==> src/hdl/dda_pkg.sv <==
// ----------------------------------------------------------------------------
// DDA rasterizer package
// Shared constants, opcodes and payload types of the DDA line rasterizer.
// ----------------------------------------------------------------------------
`default_nettype none

package dda_pkg;

    localparam int COORD_BITS   = 10;
    localparam int FRAC_BITS    = 16;

    localparam logic OP_START = 1'b0;
    localparam logic OP_NEXT  = 1'b1;

    typedef struct packed {
        logic                  opcode;
        logic [COORD_BITS-1:0] x_start;
        logic [COORD_BITS-1:0] y_start;
        logic [COORD_BITS-1:0] x_end;
        logic [COORD_BITS-1:0] y_end;
    } in_t;

    typedef struct packed {
        logic [COORD_BITS-1:0] pixel_x;
        logic [COORD_BITS-1:0] pixel_y;
        logic                  pixel_valid;
        logic                  last;
    } out_t;

endpackage

`default_nettype wire

==> src/hdl/dda_div.sv <==
// ----------------------------------------------------------------------------
// DDA increment divider
// Restoring divider, one quotient bit per cycle. Computes
// (dividend << FRAC_BITS) / divisor for a dividend that never exceeds the
// divisor, so the quotient fits in FRAC_BITS+1 bits.
// ----------------------------------------------------------------------------
`default_nettype none

module dda_div #(
    parameter int FRAC_BITS = dda_pkg::FRAC_BITS
) (
    input  wire logic                          aclk,
    input  wire logic                          aresetn,
    input  wire logic                          start,
    input  wire logic [dda_pkg::COORD_BITS-1:0] dividend,
    input  wire logic [dda_pkg::COORD_BITS-1:0] divisor,
    output logic                               done,
    output logic [FRAC_BITS:0]                 quotient
);

    localparam int C       = dda_pkg::COORD_BITS;
    localparam int CNT_W   = $clog2(FRAC_BITS + 2);
    localparam int N_ITER  = FRAC_BITS + 1;

    logic [C:0]         rem_reg, rem_next;
    logic [C-1:0]       div_reg;
    logic [FRAC_BITS:0] quo_reg, quo_next;
    logic [CNT_W-1:0]   cnt_reg, cnt_next;
    logic               busy_reg, busy_next;
    logic               done_reg, done_next;

    logic       ge;
    logic [C:0] diff;
    logic [C:0] rem_sel;

    // The partial remainder stays below the divisor after the first step,
    // so shifting it left always fits in C+1 bits.
    always_comb begin
        ge        = rem_reg >= {1'b0, div_reg};
        diff      = rem_reg - {1'b0, div_reg};
        rem_sel   = ge ? diff : rem_reg;
        rem_next  = rem_reg;
        quo_next  = quo_reg;
        cnt_next  = cnt_reg;
        busy_next = busy_reg;
        done_next = 1'b0;
        if (start) begin
            rem_next  = {1'b0, dividend};
            quo_next  = '0;
            cnt_next  = CNT_W'(N_ITER);
            busy_next = 1'b1;
        end else if (busy_reg) begin
            rem_next = {rem_sel[C-1:0], 1'b0};
            quo_next = {quo_reg[FRAC_BITS-1:0], ge};
            cnt_next = cnt_reg - CNT_W'(1);
            if (cnt_reg == CNT_W'(1)) begin
                busy_next = 1'b0;
                done_next = 1'b1;
            end
        end
    end

    always_ff @(posedge aclk) begin
        if (!aresetn) begin
            busy_reg <= 1'b0;
            done_reg <= 1'b0;
            cnt_reg  <= '0;
        end else begin
            busy_reg <= busy_next;
            done_reg <= done_next;
            cnt_reg  <= cnt_next;
        end
    end

    always_ff @(posedge aclk) begin
        rem_reg <= rem_next;
        quo_reg <= quo_next;
        if (start) begin
            div_reg <= divisor;
        end
    end

    assign done     = done_reg;
    assign quotient = quo_reg;

endmodule

`default_nettype wire

==> src/hdl/dda_line_rasterizer.sv <==
// Every result appears in the output register in the cycle after its input transaction is accepted.
// A next transaction does not leave the block busy; the accumulator add runs in the accept cycle.
// A start transaction of nonzero length holds the block busy while the shared
// one-bit-per-cycle divider computes the x and then the y increment.
// Reset (aresetn low, synchronous) drops any active line and empties the output register.
// ----------------------------------------------------------------------------
// DDA line rasterizer
// Fixed-point DDA: a start transaction returns its first endpoint and sets up the increments;
// a next on an active line steps the accumulators and returns one pixel, else an empty result.
// ----------------------------------------------------------------------------
`default_nettype none

module dda_line_rasterizer #(
    parameter int FRAC_BITS = dda_pkg::FRAC_BITS
) (
    input  wire logic          aclk,
    input  wire logic          aresetn,
    input  wire logic          s_valid,
    output logic               s_ready,
    input  wire dda_pkg::in_t  s_data,
    output logic               m_valid,
    input  wire logic          m_ready,
    output dda_pkg::out_t      m_data
);

    localparam int C     = dda_pkg::COORD_BITS;
    localparam int ACC_W = C + 1 + FRAC_BITS;
    localparam int INC_W = FRAC_BITS + 2;

    localparam logic [1:0] ST_IDLE  = 2'd0;
    localparam logic [1:0] ST_DIV_X = 2'd1;
    localparam logic [1:0] ST_DIV_Y = 2'd2;

    logic [1:0]       state_reg, state_next;
    logic [ACC_W-1:0] x_acc_reg, x_acc_next;
    logic [ACC_W-1:0] y_acc_reg, y_acc_next;
    logic [INC_W-1:0] x_inc_reg, x_inc_next;
    logic [INC_W-1:0] y_inc_reg, y_inc_next;
    logic [C:0]       left_reg, left_next;
    logic             active_reg, active_next;
    logic             x_neg_reg, x_neg_next;
    logic             y_neg_reg, y_neg_next;
    logic [C-1:0]     ady_reg, ady_next;
    logic [C-1:0]     step_reg, step_next;
    logic             m_valid_reg, m_valid_next;
    dda_pkg::out_t    m_data_reg, m_data_next;

    logic             accept;
    logic [C-1:0]     adx, ady, step;
    logic             x_neg, y_neg;
    logic             div_start;
    logic [C-1:0]     div_dividend;
    logic [C-1:0]     div_divisor;
    logic             div_done;
    logic [FRAC_BITS:0] div_quo;
    logic [INC_W-1:0] quo_ext;
    logic [INC_W-1:0] quo_neg;
    logic [ACC_W-1:0] x_sum, y_sum;

    function automatic logic [C-1:0] pixel_of(input logic [ACC_W-1:0] acc);
        logic [C-1:0] p;
        p = acc[ACC_W-1] ? '0 : acc[FRAC_BITS +: C];
        return p;
    endfunction

    assign s_ready = (state_reg == ST_IDLE) && (!m_valid_reg || m_ready);
    assign accept  = s_valid && s_ready;

    always_comb begin
        x_neg = s_data.x_end < s_data.x_start;
        y_neg = s_data.y_end < s_data.y_start;
        adx   = x_neg ? s_data.x_start - s_data.x_end : s_data.x_end - s_data.x_start;
        ady   = y_neg ? s_data.y_start - s_data.y_end : s_data.y_end - s_data.y_start;
        step  = (adx > ady) ? adx : ady;
    end

    // The x division is launched from the accept cycle, the y division on
    // the cycle the x quotient comes back.
    assign div_start    = (accept && s_data.opcode == dda_pkg::OP_START && step != '0)
                       || (state_reg == ST_DIV_X && div_done);
    assign div_dividend = (state_reg == ST_IDLE) ? adx  : ady_reg;
    assign div_divisor  = (state_reg == ST_IDLE) ? step : step_reg;

    dda_div #(
        .FRAC_BITS (FRAC_BITS)
    ) u_div (
        .aclk     (aclk),
        .aresetn  (aresetn),
        .start    (div_start),
        .dividend (div_dividend),
        .divisor  (div_divisor),
        .done     (div_done),
        .quotient (div_quo)
    );

    assign quo_ext = {1'b0, div_quo};
    assign quo_neg = -quo_ext;
    assign x_sum   = x_acc_reg + {{(ACC_W-INC_W){x_inc_reg[INC_W-1]}}, x_inc_reg};
    assign y_sum   = y_acc_reg + {{(ACC_W-INC_W){y_inc_reg[INC_W-1]}}, y_inc_reg};

    always_comb begin
        state_next   = state_reg;
        x_acc_next   = x_acc_reg;
        y_acc_next   = y_acc_reg;
        x_inc_next   = x_inc_reg;
        y_inc_next   = y_inc_reg;
        left_next    = left_reg;
        active_next  = active_reg;
        x_neg_next   = x_neg_reg;
        y_neg_next   = y_neg_reg;
        ady_next     = ady_reg;
        step_next    = step_reg;
        m_valid_next = m_valid_reg && !m_ready;
        m_data_next  = m_data_reg;

        case (state_reg)
            ST_IDLE: begin
                if (accept) begin
                    m_valid_next = 1'b1;
                    if (s_data.opcode == dda_pkg::OP_START) begin
                        x_acc_next  = {1'b0, s_data.x_start, {FRAC_BITS{1'b0}}};
                        y_acc_next  = {1'b0, s_data.y_start, {FRAC_BITS{1'b0}}};
                        x_neg_next  = x_neg;
                        y_neg_next  = y_neg;
                        ady_next    = ady;
                        step_next   = step;
                        left_next   = {1'b0, step};
                        x_inc_next  = '0;
                        y_inc_next  = '0;
                        m_data_next.pixel_x     = s_data.x_start;
                        m_data_next.pixel_y     = s_data.y_start;
                        m_data_next.pixel_valid = 1'b1;
                        if (step == '0) begin
                            active_next        = 1'b0;
                            m_data_next.last   = 1'b1;
                        end else begin
                            active_next        = 1'b1;
                            m_data_next.last   = 1'b0;
                            state_next         = ST_DIV_X;
                        end
                    end else if (active_reg) begin
                        x_acc_next = x_sum;
                        y_acc_next = y_sum;
                        left_next  = left_reg - (C+1)'(1);
                        m_data_next.pixel_x     = pixel_of(x_sum);
                        m_data_next.pixel_y     = pixel_of(y_sum);
                        m_data_next.pixel_valid = 1'b1;
                        m_data_next.last        = (left_reg == (C+1)'(1));
                        if (left_reg == (C+1)'(1)) begin
                            active_next = 1'b0;
                        end
                    end else begin
                        m_data_next = '0;
                    end
                end
            end
            ST_DIV_X: begin
                if (div_done) begin
                    x_inc_next = x_neg_reg ? quo_neg : quo_ext;
                    state_next = ST_DIV_Y;
                end
            end
            ST_DIV_Y: begin
                if (div_done) begin
                    y_inc_next = y_neg_reg ? quo_neg : quo_ext;
                    state_next = ST_IDLE;
                end
            end
            default: begin
                state_next = ST_IDLE;
            end
        endcase
    end

    always_ff @(posedge aclk) begin
        if (!aresetn) begin
            state_reg   <= ST_IDLE;
            active_reg  <= 1'b0;
            left_reg    <= '0;
            m_valid_reg <= 1'b0;
        end else begin
            state_reg   <= state_next;
            active_reg  <= active_next;
            left_reg    <= left_next;
            m_valid_reg <= m_valid_next;
        end
    end

    always_ff @(posedge aclk) begin
        x_acc_reg  <= x_acc_next;
        y_acc_reg  <= y_acc_next;
        x_inc_reg  <= x_inc_next;
        y_inc_reg  <= y_inc_next;
        x_neg_reg  <= x_neg_next;
        y_neg_reg  <= y_neg_next;
        ady_reg    <= ady_next;
        step_reg   <= step_next;
        m_data_reg <= m_data_next;
    end

    assign m_valid = m_valid_reg;
    assign m_data  = m_data_reg;

endmodule

`default_nettype wire

==> config.mk <==
export PLATFORM = sky130hd
export DESIGN_NAME = dda_line_rasterizer
export DESIGN_NICKNAME = d
export VERILOG_FILES = /design/src/hdl/dda_pkg.sv /design/src/hdl/dda_div.sv /design/src/hdl/dda_line_rasterizer.sv
export SDC_FILE = /design/constraint.sdc
export NUM_CORES = 1
export LEC_CHECK = 0
export BUFFER_PORTS_ARGS = -buffer_cell sky130_fd_sc_hd__buf_2
export CAP_MARGIN = 10
export CORE_MARGIN = 4
export CORE_UTILIZATION = 67
export CTS_CLUSTER_SIZE = 8
export DETAILED_ROUTE_END_ITERATION = 10
export PLACE_DENSITY = 0.86
export SLEW_MARGIN = 40
export SYNTH_ARGS = -nofsm -noshare
export SYNTH_HDL_FRONTEND = slang
export SYNTH_SLANG_ARGS = --single-unit
==> constraint.sdc <==
create_clock -name aclk -period 13.1 [get_ports aclk]
set_input_delay 2.62 -clock aclk [delete_from_list [all_inputs] [get_ports aclk]]
set_output_delay 2.62 -clock aclk [all_outputs]
set_load 0.01 [all_outputs]
==> Word level (Yosys, flattened, before mapping) <==
Cells that the tools add are included.
{ "op_classes": {"addsub": 10, "order_cmp": 4, "n_eq_ne": 10, "muxes": 45, "bitwise": 3, "reduce_logical": 24} }
{ "op_table": {"columns": ["cell", "n"], "rows": [
  ["$mux 18", 6],
  ["$mux 10", 10],
  ["$pmux 18 s2", 2],
  ["$add 27x27->27", 2],
  ["$mux 27", 2],
  ["$mux 26", 2],
  ["$sub 10x10->10", 5],
  ["$mux 22", 2],
  ["$mux 11", 2],
  ["$lt 10x10->1", 2],
  ["$neg 17->18", 1],
  ["$eq 11x1->1 const B", 1],
  ["$ge 11x10->1", 1],
  ["$mux 1", 11],
  ["$sub 11x1->11 const B", 1],
  ["$gt 10x10->1", 1],
  ["$logic_not 10->1", 1],
  ["$mux 2", 5],
  ["$mux 5", 2],
  ["$reduce_bool 10->1", 1],
  ["$reduce_and 4->1", 2],
  ["$logic_and 1x1->1", 6],
  ["$ne 2x1->1 const B", 3],
  ["$ne 2x2->1 const B", 3],
  ["other kinds (15)", 22]
]} }
{ "word_totals": {"ff_bits": 194, "word_cells": 122} }

==> Longest topological paths before layout <==
{ "depth": {"depth_word": 9, "ltp_mapped": 25, "ltp_nobuf": 22} }

==> Hierarchy <==
A second synthesis with hierarchy kept.
{ "hier_totals": {"cells_unflattened": 1392, "hier_area_um2": 13312.8} }
{ "modules_own_cells": {"columns": ["module", "instances", "cells_each", "area_per_inst_um2"], "rows": [
  ["dda_line_rasterizer", 1, 1180, 11088.1],
  ["dda_div", 1, 212, 2224.6]
]} }

==> Worst setup path after synthesis <==
Ideal clock, no wire load.
{ "synth_path": {"path_type": "input port to flip-flop", "from": "in s_data[10] in the netlist's numbering", "to": "reg u_div.rem_reg[0] (enable)", "setup_ns": 0.341, "arrival_time_ns": 6.714, "required_time_ns": 12.759, "path_slack_ns": 6.045, "path_stages": 21, "path_cell_list": "inv_1 ha_1 inv_1 fa_1 a21o_1 a221oi_2 o21bai_1 buf_2 o21ai_0 xor2_1 inv_1 ha_1 nand3_1 nor3_1 a221oi_1 a32oi_1 clkbuf_1 o21ai_1 a31oi_1 buf_6 or2_1"} }
{ "synth_via": {"elab_chain_cells": 8, "elab_cells_between_ends": 10, "classes_between": "add/sub (2); order compare (2); mux (2); reduce/logical (4)"} }
{ "synth_rtl": {"columns": ["element", "line", "source"], "rows": [
  ["start, declared", "dda_line_rasterizer.sv:20", "input wire dda_pkg::in_t s_data,"],
  ["$sub 10x10->10 / $lt 10x10->1 (equally long branches)", "dda_line_rasterizer.sv:72, dda_line_rasterizer.sv:70", null],
  ["$mux 10 *", "dda_line_rasterizer.sv:72", "adx = x_neg ? s_data.x_start - s_data.x_end : s_data.x_end - s_data.x_start;"],
  ["$gt 10x10->1", "dda_line_rasterizer.sv:74", "step = (adx > ady) ? adx : ady;"],
  ["$mux 10 *", "dda_line_rasterizer.sv:74", null],
  ["$reduce_bool 10->1 *", "dda_line_rasterizer.sv:79", "assign div_start = (accept && s_data.opcode == dda_pkg::OP_START && step != '0)"],
  ["$logic_and 1x1->1 *", "dda_line_rasterizer.sv:79", null],
  ["$logic_or 1x1->1 *", "dda_line_rasterizer.sv:80", "|| (state_reg == ST_DIV_X && div_done);"],
  ["$reduce_bool 2->1 (no line) *", null, null],
  ["end signal, assigned", "dda_div.sv:76", "rem_reg <= rem_next;"],
  ["end, declared", "dda_div.sv:25", "logic [C:0] rem_reg, rem_next;"]
]} }
Every way passes the cells marked *; elsewhere a longest branch is shown, timed or not.
A chain may end at the register's enable or synchronous reset.

==> Worst setup path in the final report <==
{ "layout_path": {"from": "in s_data[0] in the netlist's numbering", "to": "reg u_div.rem_reg[1] (enable)"} }
{ "layout_via": {"elab_chain_cells": 8, "elab_cells_between_ends": 10, "classes_between": "add/sub (2); order compare (2); mux (2); reduce/logical (4)"} }
{ "layout_rtl": {"columns": ["element", "line", "source"], "rows": [
  ["$sub 10x10->10 / $lt 10x10->1 (equally long branches)", "dda_line_rasterizer.sv:73, dda_line_rasterizer.sv:71", null],
  ["$mux 10 *", "dda_line_rasterizer.sv:73", "ady = y_neg ? s_data.y_start - s_data.y_end : s_data.y_end - s_data.y_start;"],
  ["via ady[7]", "dda_line_rasterizer.sv:49", "logic [C-1:0] adx, ady, step;"],
  ["$gt 10x10->1", "dda_line_rasterizer.sv:74", null],
  ["$mux 10 *", "dda_line_rasterizer.sv:74", null],
  ["$reduce_bool 10->1 *", "dda_line_rasterizer.sv:79", null],
  ["$logic_and 1x1->1 *", "dda_line_rasterizer.sv:79", null],
  ["$logic_or 1x1->1 *", "dda_line_rasterizer.sv:80", null],
  ["$reduce_bool 2->1 (no line) *", null, null]
]} }
The timed path passes the listed nets; every way through them passes the cells marked *.

==> impl_metrics.csv <==
group,metric,value,unit
run_status,status,"finished clean",
power,switchingPower,724,uW
synthesis,yosys.area_share.simple,0.149,
drt,drt.antenna.violating_nets,0,
placement,numPortBuffers,68,
synthesis,async_reset_ff_frac,0,
setup_path,r2r_end,"u_div.rem_reg[1]",
cts,cts_max_level,4,
synthesis,ys_seq_area_frac,0.412,
timing,period_share,0.595,
power,p_seq_frac,0.382,
placement,gp_congestion,0.931,
setup_path,worstPathArrival,7.89,ns
cts,clock-sinks,194,
global_routing,grt_usage,0.284,
timing,worst_clock_skew,0.0100,ns
synthesis,synth_xor_area_frac,0.0671,
die,die_h,148,um
drt,firstDrtPassIters,6,
drt,vias_per_cell,6.09,
timing,setup_violations,0,
global_routing,grt_max_degree,63,
die,die_area,22000,um2
cells_and_area,final_cell_mix,"edfxtp_1 (154), nand2_1 (149), nor2_1 (134)",
synthesis,synth_top_family_by_area,"compound AO/OA/AOI/OAI gates",
synthesis,synthAdderAreaFrac,0.120,
setup_path,required,13.19,ns
die,core_area,19400,um2
drt,drcViolationCount,0,
power,clkPwrFrac,0.259,
power,p_sw_frac,0.352,
timing,fmax,128,MHz
cells_and_area,nFillCells,1408,
global_routing,antenna_found_initial,0,
cts,cts_hold_buf,0,
synthesis,ys_warn_count,0,
power,max-vdd-ir-drop,0.0000911,V
synthesis,synth_mux_area_frac,0.0504,
setup_path,ff2ff_path_depth,11,
setup_path,ff2ff_setup_slack,9.15,ns
cells_and_area,final_core_util,0.738,
cells_and_area,final_cells,1715,
synthesis,synth_ff_type,"edfxtp_1",
drt,post_drt_wl_per_cell,18.0,um
cts,cts_tree,"yes",
min_path,hold-path-endpoint,"u_div.rem_reg[10]",
cts,cts_resized,0,
synthesis,synth-compound-area-share,0.152,
timing,finalCriticalPeriod,7.79,ns
drt,drt-initial-drc-count,736,
timing,tightestPinTransition,0.769,ns
cells_and_area,multi_input_area,7120,um2
drt,wl,30900,um
cts,root_buffer,"clkbuf_16",
synthesis,syn-cell-area,13200,um2
setup_path,cp_max_fo,46,
global_routing,overflow,0,
min_path,worstHoldPathType,"reg2reg",
setup_path,start_kind,"primary input",
synthesis,synth_cells,1394,
global_routing,grt_first_pass_wirelength,50100,um
setup_path,path_class,"in2reg",
cts,cts_buffers,17,
power,powerDensity,144,nW/um2
timing,hold_viol_final,0,
global_routing,grt_pass1_vias,10199,
cells_and_area,diodes,0,
min_path,min_path_cells,2,
die,ios,69,
synthesis,avgSynthCellArea,9.46,um2
power,intPower,1330,uW
timing,rsz0062_at_grt,"no",
cells_and_area,layout-drive-gt1-share,0.0883,
cells_and_area,fin_nets,1604,
placement,pre_cts_ws,5.01,ns
setup_path,end_kind,"register",
timing,slew_violations,0,
power,p_comb_frac,0.359,
cts,clk_pin_slew,0.07,ns
setup_path,crit-reg2reg-launch,"state_reg[0]",
synthesis,ys_types,67,
placement,post-dp-hpwl,22600,um
placement,place_inst,1683,
synthesis,synth_edf_count,154,
cts,clockBufferDepth,2,
drt,num_vias,10447,
die,die_w,148,um
cells_and_area,seq_area,5430,um2
timing,setup_tns,0,ns
power,total_leakage_power,0.00627,uW
die,start_util,0.680,
cells_and_area,final_common_cell,"edfxtp_1",
synthesis,syn_nets,1561,
die,core.rowCount,51,
flow_run,cap_violations,0,
cells_and_area,area_delta_synth_final,8.55,%
cts,clk_latency,0.44,ns
cts,cts_setup_buffers,0,
min_path,hold_start,"u_div.rem_reg[10]",
timing,layout_setup_ws,5.31,ns
synthesis,synth_seq_cells,194,
timing,max_slew_margin,0.482,
-- cell usage after synthesis (all sizes together) (14+ instances only) --
| cell type | instances | area (um2) |
|---|---|---|
| nor3 | 17 | 85.1 |
| nand2 | 149 | 559 |
| a21o | 35 | 263 |
| a31oi | 14 | 87.6 |
| o21ai | 74 | 374 |
| xor2 | 57 | 499 |
| clkbuf | 41 | 154 |
| nor2 | 136 | 510 |
| nor2b | 20 | 125 |
| mux2i | 63 | 631 |
| nand3 | 15 | 75.1 |
| or3 | 21 | 131 |
| nand2b | 21 | 131 |
| ha | 115 | 1440 |
| edfxtp | 154 | 4620 |
| xnor2 | 44 | 385 |
| a21oi | 81 | 409 |
| inv | 114 | 428 |
| o21a | 23 | 173 |
| dfxtp | 40 | 801 |
-- routing by layer --
layer | track usage | vias to the layer above | share of wire
li1 | - | 5001 | -
met1 | 0.361 | 4961 | 0.41
met2 | 0.488 | 412 | 0.49
met3 | 0.0478 | 73 | 0.070
met4 | 0.113 | 0 | 0.031
met5 | 0 | - | 0
-- cell type report --
cell class | instances | share of cell area
clock buffer | 17 | 0.0297
inverter | 114 | 0.0299
clock inverter | 15 | 0.0121
tap | 265 | 0.0232
multi-input combinational | 1033 | 0.498
timing repair buffer | 77 | 0.0285
sequential | 194 | 0.379
-- power by group through the flow --
stage | logic (uW) | clock network (uW) | registers (uW)
global route | 817 | 561 | 791
floorplan | 547 | 0 | 789
finish | 738 | 533 | 785
global placement | 698 | 0 | 795
CTS | 730 | 536 | 785
detailed placement | 721 | 0 | 797
-- through the flow --
step	power (uW)	hold slack, ns	area, um2
2_1_floorplan	1340	0.446	13200
3_3_place_gp	1490	0.463	13700
3_5_place_dp	1520	0.467	13700
4_1_cts	2050	0.479	14300
5_1_grt	2170	0.490	14300
6_report	2060	0.477	14300
-- logic make-up (layout without fill, tap and decap cells) --
kind of cell,after synthesis,after routing
and+or+nand+nor,431,431
muxes,66,66
buffers and inverters,167,223
DFF,194,194
adders and majority gates,122,122
AOI/OAI and AO/OA,313,313
xor gates and xnor gates,101,101
-- worst max path at each step --
stage / start / end / slack (ns) / cells after the start
after detailed placement: s_data[0] / u_div.rem_reg[2] / 5.01 / 21
after CTS: s_data[0] / u_div.rem_reg[1] / 5.48 / 21
after global placement: s_data[13] / u_div.rem_reg[2] / 5.19 / 20
after global routing: s_data[0] / u_div.rem_reg[0] / 5.05 / 21
final: s_data[0] / u_div.rem_reg[1] / 5.31 / 21
after floorplan: s_data[10] / u_div.rem_reg[0] / 6.04 / 21
-- worst max-delay path: stages --
cell	delay [ns]
buf_2	0.10
inv_1	0.05
ha_1	0.15
inv_1	0.05
fa_1	0.40
a21oi_2	0.16
o22ai_1	0.12
or2_1	0.25
o21a_1	0.37
mux2i_1	0.27
xor2_1	0.46
inv_1	0.09
ha_1	0.29
nand3_1	0.08
nor3_1	0.31
a221oi_1	0.14
a32oi_1	0.51
o21ai_1	0.28
a31oi_4	0.22
buf_4	0.48
or2_1	0.45
Note: power is estimated with default switching activity, not from simulation.
